**config.mk**
```make
export PLATFORM = sky130hd
export DESIGN_NAME = sliding_window_ack_tracker_flat
export DESIGN_NICKNAME = d
export VERILOG_FILES = /design/src/rtl/swat_pkg.sv /design/src/rtl/swat_if.sv /design/src/rtl/sliding_window_ack_tracker.sv /design/src/rtl/swat_cell.sv /design/src/flat_wrapper.sv
export SDC_FILE = /design/constraint.sdc
export NUM_CORES = 1
export LEC_CHECK = 0
export BUFFER_PORTS_ARGS = -buffer_cell sky130_fd_sc_hd__buf_2
export CAP_MARGIN = 20
export CORE_MARGIN = 2
export CORE_UTILIZATION = 56
export CTS_CLUSTER_DIAMETER = 120
export CTS_CLUSTER_SIZE = 8
export DETAILED_ROUTE_END_ITERATION = 8
export PLACE_DENSITY_LB_ADDON = 0.12
export SLEW_MARGIN = 20
export SYNTH_ARGS = -nofsm -noshare
export SYNTH_HDL_FRONTEND = slang
export SYNTH_HIERARCHICAL = 1
export SYNTH_SLANG_ARGS = --single-unit
```
**constraint.sdc**
```tcl
create_clock -name clock -period 20.7 [get_ports clock]
set_clock_uncertainty 0.15 [all_clocks]
set_input_delay 0 -clock clock [delete_from_list [all_inputs] [get_ports clock]]
set_output_delay 0 -clock clock [all_outputs]
set_load 0.05 [all_outputs]
```
**src/rtl/swat_pkg.sv**
```systemverilog
// Shared types, codes and reset values for the sliding-window ack tracker.
// No dependencies; every other file of the block refers to this package.
`default_nettype none

package swat_pkg;

   // Default number of window slots.
   localparam int unsigned WINDOW_MAX_DEFAULT = 32;

   // Fixed field widths.
   localparam int unsigned SEQ_W    = 16;
   localparam int unsigned WSIZE_W  = 6;
   localparam int unsigned COUNT_W  = 16;
   localparam int unsigned LIMIT_W  = 4;
   localparam int unsigned SLIDE_W  = 6;
   localparam int unsigned CSR_IDX_W = 2;
   localparam int unsigned CSR_DATA_W = 16;

   // Configuration register indexes.
   localparam logic [CSR_IDX_W-1:0] CSR_WIN_SLOTS     = 2'd0;
   localparam logic [CSR_IDX_W-1:0] CSR_CHUNK_COUNT   = 2'd1;
   localparam logic [CSR_IDX_W-1:0] CSR_TIMEOUT_LIMIT = 2'd2;

   // Configuration reset values.
   localparam logic [WSIZE_W-1:0] WIN_SLOTS_RESET     = 6'd4;
   localparam logic [COUNT_W-1:0] CHUNK_COUNT_RESET   = 16'd1;
   localparam logic [LIMIT_W-1:0] TIMEOUT_LIMIT_RESET = 4'd3;

   // Saturation points of the counters.
   localparam logic [COUNT_W-1:0] ACKS_MAX    = 16'hFFFF;
   localparam logic [LIMIT_W-1:0] TIMEOUT_MAX = 4'hF;

   // Event kinds carried in the func field.
   localparam logic FUNC_ACK     = 1'b0;
   localparam logic FUNC_TIMEOUT = 1'b1;

   typedef enum logic [1:0] {
      STATUS_RUNNING = 2'd0,
      STATUS_DONE    = 2'd1,
      STATUS_ABORTED = 2'd2
   } status_type;

   // Per-cell control, driven by the top level for every slot cell.
   typedef struct packed {
      logic load;       // an in-window ack is being applied this cycle
      logic in_window;  // this slot lies below the effective window size
      logic set_hit;    // the incoming ack lands on this slot
   } cell_ctl_type;

endpackage

`default_nettype wire

```
**src/rtl/swat_if.sv**
```systemverilog
// Valid/ready channel interfaces for the ack tracker's event and result streams.
// Depends on swat_pkg for field widths.
`default_nettype none

interface swat_req_if;
   logic                        valid;
   logic                        ready;
   logic                        func;
   logic [swat_pkg::SEQ_W-1:0]  ack_seq;

   modport source (output valid, output func, output ack_seq, input ready);
   modport sink   (input valid, input func, input ack_seq, output ready);
endinterface

interface swat_rsp_if;
   logic                          valid;
   logic                          ready;
   logic [swat_pkg::SEQ_W-1:0]    window_first;
   logic [swat_pkg::SEQ_W-1:0]    window_last;
   logic [swat_pkg::SLIDE_W-1:0]  slide_amount;
   logic                          ack_rejected;
   logic [1:0]                    run_status;

   modport source (output valid, output window_first, output window_last,
                   output slide_amount, output ack_rejected, output run_status,
                   input ready);
   modport sink   (input valid, input window_first, input window_last,
                   input slide_amount, input ack_rejected, input run_status,
                   output ready);
endinterface

`default_nettype wire

```
**src/rtl/sliding_window_ack_tracker.sv**
```systemverilog
// Sender-side sliding window tracker for a selective-repeat transfer. Each
// request transaction is an ack carrying a sequence number or a receive
// timeout; each one yields exactly one response transaction with the window
// range to (re)send, how far the window slid, whether the ack was rejected as
// outside the window, and the run status. The block accepts one request per
// clock unless an untaken response holds the output register, from which the
// response is presented in the cycle after acceptance; a new request is taken
// in the same cycle that the pending response is taken. The combinational path
// runs through the slot cells: the leading-acked carry ripples up from slot 0,
// and the slide count then shifts the slot bits. Once the transfer completes or
// aborts, the state freezes until reset. The user writes configuration via the
// csr_ port while the block is idle (not enforced); no clearing pass after reset.
`default_nettype none

module sliding_window_ack_tracker #(
   parameter int unsigned WINDOW_MAX = swat_pkg::WINDOW_MAX_DEFAULT
) (
   input  wire logic                               clock,
   input  wire logic                               reset,
   swat_req_if.sink                                req_bus,
   swat_rsp_if.source                              rsp_bus,
   input  wire logic                               csr_we,
   input  wire logic [swat_pkg::CSR_IDX_W-1:0]     csr_index,
   input  wire logic [swat_pkg::CSR_DATA_W-1:0]    csr_wdata
);

   // CW holds a slot count up to WINDOW_MAX; IW indexes a slot; EW is wide
   // enough for both the slot-count register and a slot count.
   localparam int unsigned CW = $clog2(WINDOW_MAX + 1);
   localparam int unsigned IW = (WINDOW_MAX > 1) ? $clog2(WINDOW_MAX) : 1;
   localparam int unsigned EW = (CW > swat_pkg::WSIZE_W) ? CW : swat_pkg::WSIZE_W;
   localparam int unsigned SW = swat_pkg::SEQ_W;

   // Configuration registers.
   logic [swat_pkg::WSIZE_W-1:0] win_slots_ff;
   logic [swat_pkg::COUNT_W-1:0] chunk_count_ff;
   logic [swat_pkg::LIMIT_W-1:0] timeout_limit_ff;

   // Tracker state outside the slot cells.
   logic [SW-1:0]                base_ff, base_in;
   logic [swat_pkg::COUNT_W-1:0] acks_ff, acks_in;
   logic [swat_pkg::LIMIT_W-1:0] tmo_run_ff, tmo_run_in;
   swat_pkg::status_type         finished_ff, finished_in;

   // Response register.
   logic                         rsp_valid_ff, rsp_valid_in;
   logic [SW-1:0]                rsp_first_ff, rsp_last_ff;
   logic [swat_pkg::SLIDE_W-1:0] rsp_slide_ff;
   logic                         rsp_rejected_ff;
   swat_pkg::status_type         rsp_status_ff;

   logic                 accept;
   logic                 running;
   logic                 is_ack;
   logic [EW-1:0]        wsize_ext;
   logic [EW-1:0]        weff_ext;
   logic [CW-1:0]        w_eff;
   logic [SW-1:0]        offset;
   logic                 hit;
   logic                 apply_ack;
   logic                 rejected;

   swat_pkg::cell_ctl_type ctl [WINDOW_MAX];
   logic [WINDOW_MAX:0]    carry;
   logic [WINDOW_MAX-1:0]  masked;
   logic [WINDOW_MAX-1:0]  first_gap;
   logic [WINDOW_MAX-1:0]  shifted;
   logic [CW-1:0]          slide;
   logic [CW-1:0]          slide_applied;

   // Handshake: the output register frees up when its response is taken.
   assign req_bus.ready = ~rsp_valid_ff | rsp_bus.ready;
   assign accept        = req_bus.valid & req_bus.ready;

   assign running = (finished_ff == swat_pkg::STATUS_RUNNING);
   assign is_ack  = (req_bus.func == swat_pkg::FUNC_ACK);

   // Effective window: zero acts as one, anything above WINDOW_MAX is capped.
   assign wsize_ext = EW'(win_slots_ff);
   always_comb begin
      weff_ext = wsize_ext;
      if (wsize_ext == '0) begin
         weff_ext = EW'(1);
      end else if (wsize_ext > EW'(WINDOW_MAX)) begin
         weff_ext = EW'(WINDOW_MAX);
      end
   end
   assign w_eff = weff_ext[CW-1:0];

   // Slot offset of the ack relative to the slot after window_base.
   assign offset    = req_bus.ack_seq - base_ff - SW'(1);
   assign hit       = (offset < SW'(w_eff));
   assign apply_ack = accept & running & is_ack & hit;
   assign rejected  = running & is_ack & ~hit;

   // The row of slot cells. Slot 0 starts the leading-acked carry.
   assign carry[0] = 1'b1;
   assign shifted  = masked >> slide;

   for (genvar g = 0; g < WINDOW_MAX; g++) begin : g_cell
      always_comb begin
         ctl[g].load      = apply_ack;
         ctl[g].in_window = (CW'(g) < w_eff);
         ctl[g].set_hit   = hit & is_ack & (offset[IW-1:0] == IW'(g));
      end

      swat_cell u_cell (
         .clock     (clock),
         .reset     (reset),
         .ctl       (ctl[g]),
         .carry_in  (carry[g]),
         .shift_bit (shifted[g]),
         .masked    (masked[g]),
         .carry_out (carry[g+1]),
         .first_gap (first_gap[g])
      );
   end

   // The slide is the position of the first unacknowledged slot; when every
   // slot of the row is acknowledged the window moves by the whole row.
   always_comb begin
      slide = '0;
      for (int i = 0; i < WINDOW_MAX; i++) begin
         if (first_gap[i]) begin
            slide = slide | CW'(i);
         end
      end
      if (carry[WINDOW_MAX]) begin
         slide = CW'(WINDOW_MAX);
      end
   end

   assign slide_applied = apply_ack ? slide : '0;

   // Next values of the counters and of the run status.
   always_comb begin
      logic [swat_pkg::LIMIT_W-1:0] lim;
      logic [swat_pkg::COUNT_W-1:0] need;

      lim         = (timeout_limit_ff == '0) ? swat_pkg::LIMIT_W'(1) : timeout_limit_ff;
      need        = (chunk_count_ff == '0) ? swat_pkg::COUNT_W'(1) : chunk_count_ff;
      base_in     = base_ff;
      acks_in     = acks_ff;
      tmo_run_in  = tmo_run_ff;
      finished_in = finished_ff;

      if (accept && running) begin
         if (!is_ack) begin
            if (tmo_run_ff != swat_pkg::TIMEOUT_MAX) begin
               tmo_run_in = tmo_run_ff + swat_pkg::LIMIT_W'(1);
            end
            if (tmo_run_in >= lim) begin
               finished_in = swat_pkg::STATUS_ABORTED;
            end
         end else if (hit) begin
            tmo_run_in = '0;
            if (acks_ff != swat_pkg::ACKS_MAX) begin
               acks_in = acks_ff + swat_pkg::COUNT_W'(1);
            end
            base_in = base_ff + SW'(slide);
            if (acks_in >= need) begin
               finished_in = swat_pkg::STATUS_DONE;
            end
         end
      end
   end

   always_comb begin
      rsp_valid_in = rsp_valid_ff;
      if (accept) begin
         rsp_valid_in = 1'b1;
      end else if (rsp_bus.ready) begin
         rsp_valid_in = 1'b0;
      end
   end

   always_ff @(posedge clock) begin
      if (reset) begin
         win_slots_ff     <= swat_pkg::WIN_SLOTS_RESET;
         chunk_count_ff   <= swat_pkg::CHUNK_COUNT_RESET;
         timeout_limit_ff <= swat_pkg::TIMEOUT_LIMIT_RESET;
      end else if (csr_we) begin
         unique case (csr_index)
            swat_pkg::CSR_WIN_SLOTS: begin
               win_slots_ff <= csr_wdata[swat_pkg::WSIZE_W-1:0];
            end
            swat_pkg::CSR_CHUNK_COUNT: begin
               chunk_count_ff <= csr_wdata[swat_pkg::COUNT_W-1:0];
            end
            swat_pkg::CSR_TIMEOUT_LIMIT: begin
               timeout_limit_ff <= csr_wdata[swat_pkg::LIMIT_W-1:0];
            end
            default: begin
               // Writes to indexes beyond the register list are dropped.
            end
         endcase
      end
   end

   always_ff @(posedge clock) begin
      if (reset) begin
         base_ff      <= '0;
         acks_ff      <= '0;
         tmo_run_ff   <= '0;
         finished_ff  <= swat_pkg::STATUS_RUNNING;
         rsp_valid_ff <= 1'b0;
      end else begin
         base_ff      <= base_in;
         acks_ff      <= acks_in;
         tmo_run_ff   <= tmo_run_in;
         finished_ff  <= finished_in;
         rsp_valid_ff <= rsp_valid_in;
      end
   end

   // Response payload is loaded with each accepted transaction.
   always_ff @(posedge clock) begin
      if (accept) begin
         rsp_first_ff    <= base_in;
         rsp_last_ff     <= base_in + SW'(w_eff) - SW'(1);
         rsp_slide_ff    <= swat_pkg::SLIDE_W'(slide_applied);
         rsp_rejected_ff <= rejected;
         rsp_status_ff   <= finished_in;
      end
   end

   assign rsp_bus.valid        = rsp_valid_ff;
   assign rsp_bus.window_first = rsp_first_ff;
   assign rsp_bus.window_last  = rsp_last_ff;
   assign rsp_bus.slide_amount = rsp_slide_ff;
   assign rsp_bus.ack_rejected = rsp_rejected_ff;
   assign rsp_bus.run_status   = rsp_status_ff;

`ifndef NO_ASSERTIONS
   // A completed or aborted transfer never changes status until reset.
   a_finished_sticky: assert property (@(posedge clock) disable iff (reset)
      finished_ff != swat_pkg::STATUS_RUNNING |=> finished_ff == $past(finished_ff))
      else $error("run status changed after the transfer finished");

   // The reported window never spans more than WINDOW_MAX slots.
   a_window_span: assert property (@(posedge clock) disable iff (reset)
      rsp_valid_ff |-> (rsp_last_ff - rsp_first_ff) < SW'(WINDOW_MAX))
      else $error("reported window wider than the slot row");

   // A rejected ack neither slides the window nor moves its base.
   a_reject_no_move: assert property (@(posedge clock) disable iff (reset)
      rsp_valid_ff && rsp_rejected_ff |-> rsp_slide_ff == '0 && base_ff == $past(base_ff))
      else $error("rejected ack moved the window");
`endif

endmodule

`default_nettype wire

```
**src/rtl/swat_cell.sv**
```systemverilog
// One window slot: holds the acknowledged bit and passes the leading-ones
// carry to the next slot. Depends on swat_pkg for the control struct.
`default_nettype none

module swat_cell (
   input  wire logic                  clock,
   input  wire logic                  reset,
   input  wire swat_pkg::cell_ctl_type ctl,
   input  wire logic                  carry_in,
   input  wire logic                  shift_bit,
   output logic                       masked,
   output logic                       carry_out,
   output logic                       first_gap
);

   logic slot_ff;
   logic slot_in;

   // Slot content as seen by this event: stale bits above the window read as
   // zero, and the incoming ack is merged in.
   assign masked    = (slot_ff & ctl.in_window) | ctl.set_hit;
   assign carry_out = carry_in & masked;
   assign first_gap = carry_in & ~masked;

   assign slot_in = ctl.load ? shift_bit : slot_ff;

   always_ff @(posedge clock) begin
      if (reset) begin
         slot_ff <= 1'b0;
      end else begin
         slot_ff <= slot_in;
      end
   end

endmodule

`default_nettype wire
```
**src/flat_wrapper.sv**
```systemverilog
// flat-port wrapper written by rule: the top's interface ports become plain ports
module sliding_window_ack_tracker_flat 
#(
   parameter int unsigned WINDOW_MAX = swat_pkg::WINDOW_MAX_DEFAULT
)
  (clock, reset, csr_we, csr_index, csr_wdata, req_bus_valid, req_bus_func, req_bus_ack_seq, req_bus_ready, rsp_bus_valid, rsp_bus_window_first, rsp_bus_window_last, rsp_bus_slide_amount, rsp_bus_ack_rejected, rsp_bus_run_status, rsp_bus_ready);
  swat_req_if req_bus_i ();
  swat_rsp_if rsp_bus_i ();
  input  wire logic clock;
  input  wire logic reset;
  input  wire logic csr_we;
  input  wire logic [swat_pkg::CSR_IDX_W-1:0] csr_index;
  input  wire logic [swat_pkg::CSR_DATA_W-1:0] csr_wdata;
  input wire logic [$bits(req_bus_i.valid)-1:0] req_bus_valid;
  input wire logic [$bits(req_bus_i.func)-1:0] req_bus_func;
  input wire logic [$bits(req_bus_i.ack_seq)-1:0] req_bus_ack_seq;
  output wire logic [$bits(req_bus_i.ready)-1:0] req_bus_ready;
  output wire logic [$bits(rsp_bus_i.valid)-1:0] rsp_bus_valid;
  output wire logic [$bits(rsp_bus_i.window_first)-1:0] rsp_bus_window_first;
  output wire logic [$bits(rsp_bus_i.window_last)-1:0] rsp_bus_window_last;
  output wire logic [$bits(rsp_bus_i.slide_amount)-1:0] rsp_bus_slide_amount;
  output wire logic [$bits(rsp_bus_i.ack_rejected)-1:0] rsp_bus_ack_rejected;
  output wire logic [$bits(rsp_bus_i.run_status)-1:0] rsp_bus_run_status;
  input wire logic [$bits(rsp_bus_i.ready)-1:0] rsp_bus_ready;
  assign req_bus_i.valid = req_bus_valid;
  assign req_bus_i.func = req_bus_func;
  assign req_bus_i.ack_seq = req_bus_ack_seq;
  assign req_bus_ready = req_bus_i.ready;
  assign rsp_bus_valid = rsp_bus_i.valid;
  assign rsp_bus_window_first = rsp_bus_i.window_first;
  assign rsp_bus_window_last = rsp_bus_i.window_last;
  assign rsp_bus_slide_amount = rsp_bus_i.slide_amount;
  assign rsp_bus_ack_rejected = rsp_bus_i.ack_rejected;
  assign rsp_bus_run_status = rsp_bus_i.run_status;
  assign rsp_bus_i.ready = rsp_bus_ready;
  sliding_window_ack_tracker #(.WINDOW_MAX(WINDOW_MAX)) u_core (.clock(clock), .reset(reset), .req_bus(req_bus_i), .rsp_bus(rsp_bus_i), .csr_we(csr_we), .csr_index(csr_index), .csr_wdata(csr_wdata));
endmodule
```
== After elaboration in Yosys (flattened, before gate mapping) ==
Cells that the tools add are included.

* Output and inout bits: 43
* Memory bits (read-only): 0
* Bits in latches: 0
* RAM bits: 0
* Flip-flop bits (word level): 138
* Memories: 0
* Bits of input ports: 40
* Logic and storage cells: 435

* Multipliers: 0
* Bitwise logic cells: 200
* $lt $le $gt $ge: 36
* Multiplexer cells: 91
* $add $sub $neg: 7
* Reduce and logical (&&, ||, !) cells: 17
* Shift operators: 1
* Equality and inequality tests: 38
* Divide/modulo/power cells: 0

{| class="wikitable"
|+ Operator list
! cell !! number
|-
| $mux W16 || 21
|-
| $and A1 B1 Y1 || 133
|-
| $lt A5 B6 Y1 const A || 16
|-
| $mux W4 || 22
|-
| $eq A5 B5 Y1 const B || 16
|-
| $mux W5 || 16
|-
| $mux W6 || 9
|-
| $lt A4 B6 Y1 const A || 8
|-
| $eq A5 B4 Y1 const B || 8
|-
| $not A1 Y1 || 34
|-
| $or A1 B1 Y1 || 33
|-
| $add A16 B6 Y16 || 2
|-
| $shr A32 B6 Y32 || 1
|-
| $sub A16 B1 Y16 const B || 2
|-
| $mux W2 || 15
|-
| $lt A3 B6 Y1 const A || 4
|-
| $eq A5 B3 Y1 const B || 4
|-
| $add A16 B1 Y16 const B || 1
|-
| $ge A16 B16 Y1 || 1
|-
| $logic_not A16 Y1 || 1
|-
| $lt A16 B6 Y1 || 1
|-
| $ne A16 B16 Y1 const B || 1
|-
| $sub A16 B16 Y16 || 1
|-
| $lt A1 B6 Y1 const A || 2
|-
| other kinds (22) || 38
|}

== Longest topological paths before layout ==
* Depth after elaboration: 51
* Gate-level depth with buffers: 75
* Mapped depth without buffers: 75

== Modules after synthesis ==
The synthesis kept the hierarchy.

{| class="wikitable"
|+ By module, submodules not included
! module !! instances !! cells an instance !! area an instance (sq um) !! sequential area each (sq um)
|-
| sliding_window_ack_tracker || 1 || 1,218 || 9,593.0 || 2,532.4
|-
| swat_cell || 32 || 7 || 58.8 || 20.0
|}

== Least setup slack after synthesis ==
No wires, ideal clock.

* Kind: reg2reg
* Start: register u_core.base_ff[1]
* End: register u_core.rsp_last_ff[14] (netlist: u_core/rsp_bus.window_last[14]) (data pin)
* Period minus slack after synthesis: 12.706 ns
* Path buffers: 2
* Setup time: 0.184 ns
* Required time: 20.366 ns
* Data arrival time: 12.371 ns
* Path slack: 7.994 ns
* Stages on the path, launching flop included: 70
* Cell sequence: dfxtp_1 inv_1 ha_1 a211oi_2 o21ai_2 xor2_1 ha_1 a2111oi_4 o2111ai_1 nor4_2 and4_1 nand4_1 nor2_1 nand3_1 nor2_1 a21oi_2 nor2b_1 nor2b_1 (+34 left out) ha_1 a41oi_1 o21ai_0 a21oi_1 xnor2_1 mux2i_1 ha_1 inv_1 ha_1 a21oi_1 nor3_1 nor4b_1 nand4bb_1 a31oi_4 a31oi_2 o21ai_2 mux2_4 a2111oi_4

{| class="wikitable"
|+ RTL lines
! item !! line !! source
|-
| from (decl) || sliding_window_ack_tracker.sv:40 || <nowiki>logic [SW-1:0] base_ff, base_in;</nowiki>
|-
| from (signal assigned) || sliding_window_ack_tracker.sv:208 || <nowiki>base_ff <= base_in;</nowiki>
|-
| to (signal assigned) || sliding_window_ack_tracker.sv:220 || <nowiki>rsp_last_ff <= base_in + SW'(w_eff) - SW'(1);</nowiki>
|-
| to (decl) || sliding_window_ack_tracker.sv:47 || <nowiki>logic [SW-1:0] rsp_first_ff, rsp_last_ff;</nowiki>
|}

==> results.toml <==
[grt]
grt_max_degree = 64
antenna_found_initial = 0
overflow = 0
grt_pass1_wl_um = 51900
grt_pass1_vias = 10000
gr-usage-all-layers_pct = 30.3

[timing]
hold_slack_ns = 0.237
period_minus_slack_ns = 14.89
finalSetupViolations = 0
worst_pin_slew_ns = 1.01
maxSlewViolCount = 0
setup_ws_ns = 5.81
hold_violations = 0
finalSetupTns_ns = 0
timing.fmax_ghz = 0.0672
rsz0062_at_grt = "no"
finalCritPeriodShare_pct = 71.9
max_slew_margin_pct = 32.2

[placed_design]
postPlaceCellArea_um2 = 12100
portBuffers = 82
dp_slack_ns = 6.11
routabilityCongestion = 0.966
dp_hpwl_um = 24600

[clocking]
hold_buffers = 41
cts_setup_buffers = 0
clock_latency_ns = 0.42
clock-sinks = 138
ctsHtreeMaxLevel = 4
cts_tree = "done"
cts_root_buffer = "clkbuf_16"
cts_resized = 0
cts-buffers-inserted = 17
cts_buffer_depth = 2
clkTransAtPathRegs_ns = 0.06

[setup_path]
end_kind = "flop"
path_class = "reg2reg"
slowest_delay_ns = 0.80
slowest_stage = "or2_0"
cpLargestDelayFamily = "simple AND/OR/NAND/NOR gates"
crit_required_ns = 20.79
cp_max_fo = 24
critPathBufInv = 4
start_kind = "flop"
cp.arrival_ns = 14.98
crit_path_frequent_cell = "nor2b_1"

[floorplanning]
start_util_pct = 56.9
die_h_um = 147
die_x_um = 147
die-area_um2 = 21600
rows = 52
pin_count = 83
core_um2 = 20200

[power]
power.switching_uw = 208
p_leak_nw = 5.49
power_frac_clock_pct = 43.4
p_int_uw = 509
combPwrFrac_pct = 15.8
ir_drop_mv = 0.0531
power_frac_seq_pct = 40.8
swShare_pct = 29.0
power_uw = 716
p_per_area_nw_per_um2 = 54.6

[route]
drc = 0
wl_per_cell_um = 18.1
wirelength_um = 32900
vias_per_cell = 5.84
dr.pass1.iters = 5
num_vias = 10600
drtIter0Drc = 837
drtAntennaViolNets = 0

[finish]
fill_cells = 1802
fin_nets = 1645
seqCellArea_um2 = 3170
multiInputGateArea_um2 = 7660
fin_area_um2 = 13100
final_common_cell = "nor2_1"
drive_above_1_share_pct = 12.7
final_cell_mix = "nor2_1 (178), mux2i_1 (132), nand2_1 (129)"
areaGrowthSynthToFinish_pct = 14.3
n_antenna_cell = 0

[synthesis]
avgSynthCellArea_um2 = 7.96
synth_area_um2 = 11500
netlist_instances = 1441
yosysWarnings = 6

[min_path]
hp-class = "in2reg"

[run]
drv_cap = 0

[status]
status = "finished clean"
-- registers in the layout, indices dropped and copies added, names as in the netlist --
signal and count:
u_core/acks_ff 16, u_core/base_ff 16, u_core/chunk_count_ff 16, u_core/finished_ff 2, u_core/g_cell.u_cell/slot_ff 32, u_core/rsp_bus.ack_rejected 1, u_core/rsp_bus.run_status 2, u_core/rsp_bus.slide_amount 6
u_core/rsp_bus.valid 1, u_core/rsp_bus.window_first 16, u_core/rsp_bus.window_last 16, u_core/timeout_limit_ff 4, u_core/tmo_run_ff 4, u_core/win_slots_ff 6
-- metal layers --
metal	share of wire, %	wire length [µm]	track usage, %
met4	2.5	836	10.2
met1	47	15500	43.5
met3	6.8	2230	4.69
met5	0	0	0
met2	44	14300	46.8
-- area by class of cell --
class	count	area share, %
Tap cell	270	2.58
Timing Repair Buffer	134	6.89
Clock inverter	13	1.07
Inverter	120	3.44
Multi-Input combinational cell	1123	58.5
Clock buffer	19	3.38
Sequential cell	138	24.2
-- worst paths after layout --
path              depth (start not counted)                                    from  slack (ns)                                        to
setup / recovery                         68            u_core/base_ff[1]$_SDFF_PP0_        5.81  u_core/rsp_bus.window_last[14]$_DFFE_PP_
hold / removal                            4                            csr_wdata[4]        0.24       u_core/win_slots_ff[4]$_SDFFE_PP0P_
setup reg to reg                         68            u_core/base_ff[1]$_SDFF_PP0_        5.81  u_core/rsp_bus.window_last[14]$_DFFE_PP_
hold reg to reg                           2  u_core/chunk_count_ff[11]$_SDFFE_PP0P_        0.33    u_core/chunk_count_ff[11]$_SDFFE_PP0P_
-- tightest hold or removal path, cell delays in order --
cell and delay [ns]:
dlygate4sd3_1 0.51, buf_2 0.11, mux2i_1 0.07, nor2_1 0.08
-- through the flow --
| stage | utilization (%) | cells |
|---|---|---|
| after CTS | 65.0 | 1817 |
| final | 65.0 | 1817 |
| after global routing | 65.0 | 1817 |
| after floorplan | - | 1442 |
| after detailed placement | 60.1 | 1744 |
| after global placement | 60.1 | 1744 |
-- power groups by stage --
stage               logic (mW)  registers [mW]  clock network (mW)
floorplan               0.0583           0.319                   0
global placement         0.105           0.298                   0
detailed placement       0.107           0.298                   0
CTS                      0.112           0.292               0.316
global route             0.122           0.293               0.326
finish                   0.113           0.292               0.311
No activity file was read; power rests on OpenSTA's default activity.
